===== src/hdl/positional_insert_delete_list_assert.svh =====
// ----------------------------------------------------------------------------
// Assertion macros for the positional insert/delete list
// Concurrent assertion wrappers clocked on clk, reset on rst_n. The check
// bodies are empty when SYNTHESIS is defined.
// ----------------------------------------------------------------------------
`ifndef POSITIONAL_INSERT_DELETE_LIST_ASSERT_SVH
`define POSITIONAL_INSERT_DELETE_LIST_ASSERT_SVH

`ifndef SYNTHESIS

// check that is switched off while reset is asserted
`define PILD_ASSERT(lbl, prop, msg) \
    lbl: assert property (@(posedge clk) disable iff (!rst_n) prop) else $error(msg);

// check that also holds during reset
`define PILD_ASSERT_ALWAYS(lbl, prop, msg) \
    lbl: assert property (@(posedge clk) prop) else $error(msg);

`else

`define PILD_ASSERT(lbl, prop, msg)
`define PILD_ASSERT_ALWAYS(lbl, prop, msg)

`endif

`endif


===== src/hdl/pild_pkg.sv =====
// ----------------------------------------------------------------------------
// pild_pkg
// Sizes, codes and shared types of the positional insert/delete list.
// ----------------------------------------------------------------------------
`default_nettype none

package pild_pkg;

    // list geometry
    localparam int DEPTH     = 64;
    localparam int WORD_BITS = 32;

    // item field widths
    localparam int ACTION_BITS = 3;
    localparam int POS_BITS    = 7;
    localparam int VALUE_BITS  = 32;
    localparam int STATUS_BITS = 2;
    localparam int LEN_BITS    = 7;

    // derived widths
    localparam int CNT_BITS = $clog2(DEPTH + 1);
    localparam int IDX_BITS = (DEPTH > 1) ? $clog2(DEPTH) : 1;
    localparam int CMP_BITS = (POS_BITS > CNT_BITS) ? POS_BITS : CNT_BITS;

    // read select: groups of GS cells, then one of NG group registers
    localparam int GS_BITS  = (IDX_BITS < 3) ? IDX_BITS : 3;
    localparam int HI_BITS  = (IDX_BITS - GS_BITS > 1) ? IDX_BITS - GS_BITS : 1;
    localparam int SEL_BITS = GS_BITS + HI_BITS;
    localparam int GS       = 1 << GS_BITS;
    localparam int NG       = 1 << HI_BITS;

    typedef enum logic [ACTION_BITS-1:0] {
        ACT_APPEND = 3'd0,
        ACT_INSERT = 3'd1,
        ACT_READ   = 3'd2,
        ACT_WRITE  = 3'd3,
        ACT_DELETE = 3'd4
    } action_t;

    typedef enum logic [STATUS_BITS-1:0] {
        ST_DONE  = 2'd0,
        ST_RANGE = 2'd1,
        ST_FULL  = 2'd2
    } status_t;

    // broadcast to every cell in the row
    typedef struct packed {
        logic                  go;
        action_t               op;
        logic [CMP_BITS-1:0]   pos;
        logic [CMP_BITS-1:0]   cnt;
        logic [WORD_BITS-1:0]  val;
    } cell_ctl_t;

endpackage

`default_nettype wire


===== src/hdl/pild_cell.sv =====
// ----------------------------------------------------------------------------
// pild_cell
// One list slot. Holds a word, loads the command value, or takes the word
// of its lower or upper neighbor when the list shifts.
// ----------------------------------------------------------------------------
`default_nettype none

module pild_cell (
    input  wire logic                           clk,
    input  wire logic [pild_pkg::IDX_BITS-1:0]  idx,
    input  wire pild_pkg::cell_ctl_t            ctl,
    input  wire logic [pild_pkg::WORD_BITS-1:0] low_word,
    input  wire logic [pild_pkg::WORD_BITS-1:0] high_word,
    output logic      [pild_pkg::WORD_BITS-1:0] word
);

    logic [pild_pkg::WORD_BITS-1:0] word_reg;
    logic [pild_pkg::WORD_BITS-1:0] word_next;
    logic [pild_pkg::CMP_BITS-1:0]  my_pos;

    assign my_pos = pild_pkg::CMP_BITS'(idx);

    // slot update from the broadcast command
    always_comb
    begin
        word_next = word_reg;
        if (ctl.go)
        begin
            unique case (ctl.op)
                pild_pkg::ACT_APPEND:
                begin
                    if (my_pos == ctl.cnt)
                        word_next = ctl.val;
                end
                pild_pkg::ACT_INSERT:
                begin
                    if (my_pos == ctl.pos)
                        word_next = ctl.val;
                    else if (my_pos > ctl.pos)
                        word_next = low_word;
                end
                pild_pkg::ACT_WRITE:
                begin
                    if (my_pos == ctl.pos)
                        word_next = ctl.val;
                end
                pild_pkg::ACT_DELETE:
                begin
                    if (my_pos >= ctl.pos)
                        word_next = high_word;
                end
                default:
                begin
                    word_next = word_reg;
                end
            endcase
        end
    end

    // payload register, no reset
    always_ff @(posedge clk)
    begin
        word_reg <= word_next;
    end

    assign word = word_reg;

endmodule

`default_nettype wire


===== config.mk =====
export PLATFORM = sky130hd
export DESIGN_NAME = pild_cell
export DESIGN_NICKNAME = d
export VERILOG_FILES = /design/src/hdl/positional_insert_delete_list_assert.svh /design/src/hdl/pild_pkg.sv /design/src/hdl/pild_cell.sv
export SDC_FILE = /design/constraint.sdc
export NUM_CORES = 1
export LEC_CHECK = 0
export ABC_CLOCK_PERIOD_IN_PS = 6900
export BUFFER_PORTS_ARGS = -buffer_cell sky130_fd_sc_hd__buf_4
export CELL_PAD_IN_SITES_DETAIL_PLACEMENT = 2
export CELL_PAD_IN_SITES_GLOBAL_PLACEMENT = 2
export CORE_MARGIN = 4
export CORE_UTILIZATION = 22
export CTS_CLUSTER_SIZE = 20
export DETAILED_ROUTE_END_ITERATION = 6
export HOLD_SLACK_MARGIN = 0.12
export PLACE_DENSITY_LB_ADDON = 0.1
export SYNTH_ARGS = -nofsm -noshare
export SYNTH_HDL_FRONTEND = slang
export SYNTH_SLANG_ARGS = --single-unit

===== constraint.sdc =====
create_clock -name clk -period 6.9 [get_ports clk]
set_clock_uncertainty 0.05 [all_clocks]
set_input_delay 1.725 -clock clk [delete_from_list [all_inputs] [get_ports clk]]
set_output_delay 1.725 -clock clk [all_outputs]
set_load 0.1 [all_outputs]

==> impl_metrics.ini, run 1 <==
[clock_network]
hold_buffers = 0
cts_buffer_depth = 2
cts_htree_levels = 2
cts_setup_buffers = 0
cts_buffers = 5
cts_tree = yes
cts-root-buf = clkbuf_8
clk_pin_slew_ps = 70
cts_sinks = 32
cts_resized = 0

[layout]
antenna_cells = 0
multiInputGateArea_sq_um = 893
drive_gt1_share_pct = 59.7
final_util_pct = 38.9
ff_latch_area_sq_um = 961
fill_cells = 947
nNetsFinal = 431
largest_reg_flops = 32
syn2layout_area_growth_pct = 68.3

[route]
num_vias = 1882
drt-initial-drc-count = 34
drcViolationCount = 0
wl_per_cell_um = 17.7
viasPerCell = 4.59
ant_nets = 0
drt_wl_total_um = 7280
first_pass_iters = 3

[global_route]
grt_pass1_vias = 2075
gr-total-overflow = 0
grt_usage_pct = 13.6
grt_pass1_wl_um = 10700
antenna_found_initial = 0
grt_max_degree = 39

[timing]
timing.final.crit_period_ps = 3830
max_slew_margin_pct = 57.9
rsz0062_at_grt = no
final-max-slew-violation-count = 0
final.period_utilization_pct = 55.5
tns_ps = 0
fmax_mhz = 261
worst_slew_pin_slew_ps = 630
fin_ws_ps = 3070
hold_ws_ps = 1660
finalSetupViolations = 0
hold_violations = 0

[yosys]
synth.most_common_cell = edfxtp_1
yosys_most_used_dff = edfxtp_1
synth_top_area_share_pct = 49.6
synth_area_leaders = edfxtp_1, a21o_1, a22o_1
syn-cell-area_sq_um = 1940
synth_seq_area_share_pct = 49.6
synth_edf_count = 32
yosys-top-cells-count = edfxtp_1, a21o_1, a22o_1
ys.warnings.count = 0
syn_avg_cell_area_sq_um = 12.8
netlist_instances = 151
synth_area_leader_cell = edfxtp_1
synth_cell_type_count = 30
ys_seq_elements = 32
synthesis.nets = 278
synthArstFlopShare_pct = 0

[setup_path]
setup.worst_path.end = word[21]
critPathLaunchType = primary input
end_kind = flop
critPathKind = in -> reg
cp.required_ps = 6880
setup.worst_path.start = idx[4]
arrival_ps = 3810
crit_path_max_fanout = 27

[floorplan]
die_x_um = 102
dieArea_sq_um = 10400
rows = 33
num_io_pins = 153
start_util_pct = 23.1
coreArea_sq_um = 8380
fp.dieH_um = 102

[placement]
gp_congestion = 0.679
io_buffer_count = 152
place_ws_ps = 2730
hpwl_um = 5910

[power_and_ir_drop]
p_per_area_nw_per_um2 = 194
peakVddDrop_uv = 74.1
power.leakage_uw = 0.00159

[min_path]
hp-class = in -> reg
holdCritStartpoint = ctl[30]

[run]
cap_violations = 0

[status]
run_status = finished clean
## cells by family after synthesis
group,synth area share (%)
buf+inv,5.30
xor+xnor,2.71
compound gates,29.5
flops,49.6
fa+ha+maj,3.88
mux,2.59
simple gates,6.40
## worst min-delay path by stage
stage / endpoint / slack (ps) / cells after the start
2_1_floorplan: word[29] / 1860 / 1
4_1_cts: word[5] / 1650 / 2
5_1_grt: word[30] / 1640 / 2
3_5_place_dp: word[30] / 1950 / 2
6_report: word[30] / 1660 / 2
3_3_place_gp: word[15] / 1940 / 2
## layout by cell type, fill, tap and decap left out, drive strengths merged
master  synthesis  routed
or3             1       1
clkinv          0       3
o211ai          3       3
nor4            1       1
a21oi           1       1
mux2i           5       5
o21ai           5       5
nor3            1       1
o31ai           1       1
and3            1       1
ha              6       6
nand2           6       6
buf             9     155
a21o           28      28
and4b           1       1
nor3b           1       1
xor2            6       6
and3b           1       1
inv             7       7
nor2            2       2
nor4bb          1       1
a211oi          3       3
clkbuf          0       5
nand3           1       1
a22o           27      27
edfxtp         32      32
nand2b          1       1
## layout make-up
type	count	area share, %
clock inverter	3	0.422
clock buffer	5	2.11
timing repair buffer	155	35.7
sequential	32	29.5
multi-input combinational	103	27.4
tap	105	4.03
inverter	7	0.806
## report_power, final
part           switching [uW]  internal, uW  leakage, uW  total, uW
Combinational             161          89.5      0.00126        251
Sequential               4.02           235     0.000290        239
Clock                    72.7          68.5    0.0000453        141
## critical path, cell delays in order
cell and delay, ps:
buf_4 120, ha_1 320, and4b_4 230, a211oi_4 560, buf_4 410, nor2_4 200, a21o_1 230
## per-layer routing
metal  up-vias  wire length (um)  global-route usage (%)
met3         6               492                    2.89
met2        74              4130                    27.4
met4         0                73                    3.37
li1        903                 -                       -
met1       899              2580                    13.9
met5         -                 0                       0
## through the flow
step	total power [uW]	cells	instance area, sq um
2_1_floorplan	406	151	1940
3_3_place_gp	494	402	3180
3_5_place_dp	498	402	3180
4_1_cts	641	410	3260
5_1_grt	659	410	3260
6_report	631	410	3260
(Power assumes the default switching activity.)
==> inputs of run 2 (changes only) <==
ABC_CLOCK_PERIOD_IN_PS = 3300   (was 6900)
CORE_UTILIZATION = 20   (was 22)
clock period = 3.3 ns   (was 6.9 ns; I/O delays follow)
==> run 2 against run 1 <==
Cell area increased by 3.2%. First-iteration DRC count rose by 97%. Worst hold slack got worse by 900 ps. Setup slack got worse by 2300 ps. Clock power rose by 110%. Routed wire length increased by 2.0%. Sequential cell count stayed put. Final cell count is 6.8% higher. Power rose by 110%. Die area grew 9.2%. Non-clock buffer count increased by 4. Largest power group unchanged. Sequential share of layout area fell by 0.92 points.
==> impl_metrics.ini, run 2 (synthesis gave the netlist of run 1 again) <==
[global_route]
grt_max_degree = 29
gr-total-overflow = 0
grt_pass1_wl_um = 11100
grt_pass1_vias = 2058
antenna_found_initial = 0
grt_usage_pct = 12.7

[setup_path]
cp.required_ps = 3230
critPathKind = in -> reg
critical_path.slowest_cell = or3_1
crit_path_max_fanout = 28
critPathLaunchType = primary input
cp_slowest_stage_delay_ps = 390
path_cells = buf_4 -> ha_4 -> a211oi_2 -> or3_1 -> o211ai_1 -> nor4bb_4 -> buf_12
end_kind = flop
arrival_ps = 2430

[power_and_ir_drop]
total_power_uw = 1330
power.leakage_uw = 0.00162
peakVddDrop_uv = 132
p_per_area_nw_per_um2 = 394

[run]
cap_violations = 0

[route]
first_pass_iters = 4
drt_wl_total_um = 7420
wl_per_cell_um = 16.9
ant_nets = 0
num_vias = 1885
viasPerCell = 4.30
drt-initial-drc-count = 67
drcViolationCount = 0

[layout]
antenna_cells = 0
final_util_pct = 36.1
drive_gt1_share_pct = 61.2
largest_reg_flops = 32
nNetsFinal = 435
layout_commonest_cell = buf_4
syn2layout_area_growth_pct = 73.8
fill_cells = 1025
layout_common_cells = buf_4, edfxtp_1, a21o_1, a22o_1, a22o_2

[floorplan]
fp.dieH_um = 106
rows = 35
coreArea_sq_um = 9330
num_io_pins = 153
die_x_um = 106
start_util_pct = 20.8
dieArea_sq_um = 11300

[clock_network]
cts_sinks = 32
cts_buffers = 5
cts_tree = yes
cts_setup_buffers = 0
cts_buffer_depth = 2
hold_buffers = 0
clk_pin_slew_ps = 70
cts-root-buf = clkbuf_8
cts_htree_levels = 2
cts_resized = 0

[timing]
fmax_mhz = 399
max_slew_margin_pct = 64.7
final-max-slew-violation-count = 0
final.period_utilization_pct = 75.9
fin_ws_ps = 795
tns_ps = 0
timing.final.crit_period_ps = 2500
finalSetupViolations = 0
rsz0062_at_grt = no
worst_slew_pin_slew_ps = 526
hold_violations = 0

[placement]
place_ws_ps = 489
io_buffer_count = 152
gp_congestion = 0.728
hpwl_um = 6150

[status]
run_status = finished clean

[min_path]
hp-class = in -> reg
==> run 2: cell types whose count changed in the layout (fill, tap and decap cells not counted), sizes merged <==
cell	before	now
buf	155	159
==> run 2: through the flow <==
stage               std cells  instance area (sq um)  hold WS, ps
finish                    438                   3360          762
global route              438                   3360          758
CTS                       438                   3360          751
detailed placement        430                   3280         1050
global placement          430                   3280         1050
floorplan                 151                   1970          960
==> run 2: final timing paths <==
check  cells past startpoint  startpoint  slack [ps]        to
max                        7      idx[4]         800  word[25]
min                        2     ctl[29]         760  word[29]
==> run 2: layout make-up <==
| class | instances | area, sq um | area share (%) |
|---|---|---|---|
| sequential | 32 | 961 | 28.6 |
| tap | 129 | 161 | 4.80 |
| clock inverter | 3 | 13.8 | 0.409 |
| inverter | 7 | 28.8 | 0.856 |
| clock buffer | 5 | 68.8 | 2.05 |
| multi-input combinational | 103 | 911 | 27.1 |
| timing repair buffer | 159 | 1220 | 36.2 |
==> run 2: critical path, delay by kind of cell <==
kind | cells | cell delay, ps
simple gates | 2 | 710
compound gates | 2 | 260
buf+inv | 2 | 370
fa+ha+maj | 1 | 270
==> run 2: power by group <==
group          internal (uW)  leakage (uW)  switching, uW
clock                    143     0.0000453            147
combinational            196       0.00129            341
sequential               490      0.000290           8.81
total                    830       0.00162            497
==> run 2: per-layer routing <==
layer | global-route usage, % | vias to the layer above | part of all wire [%]
met4 | 2.78 | 0 | 0.50
met5 | 0 | - | 0
met2 | 23.6 | 80 | 55
li1 | - | 909 | -
met3 | 3.83 | 2 | 8.4
met1 | 14.2 | 894 | 36
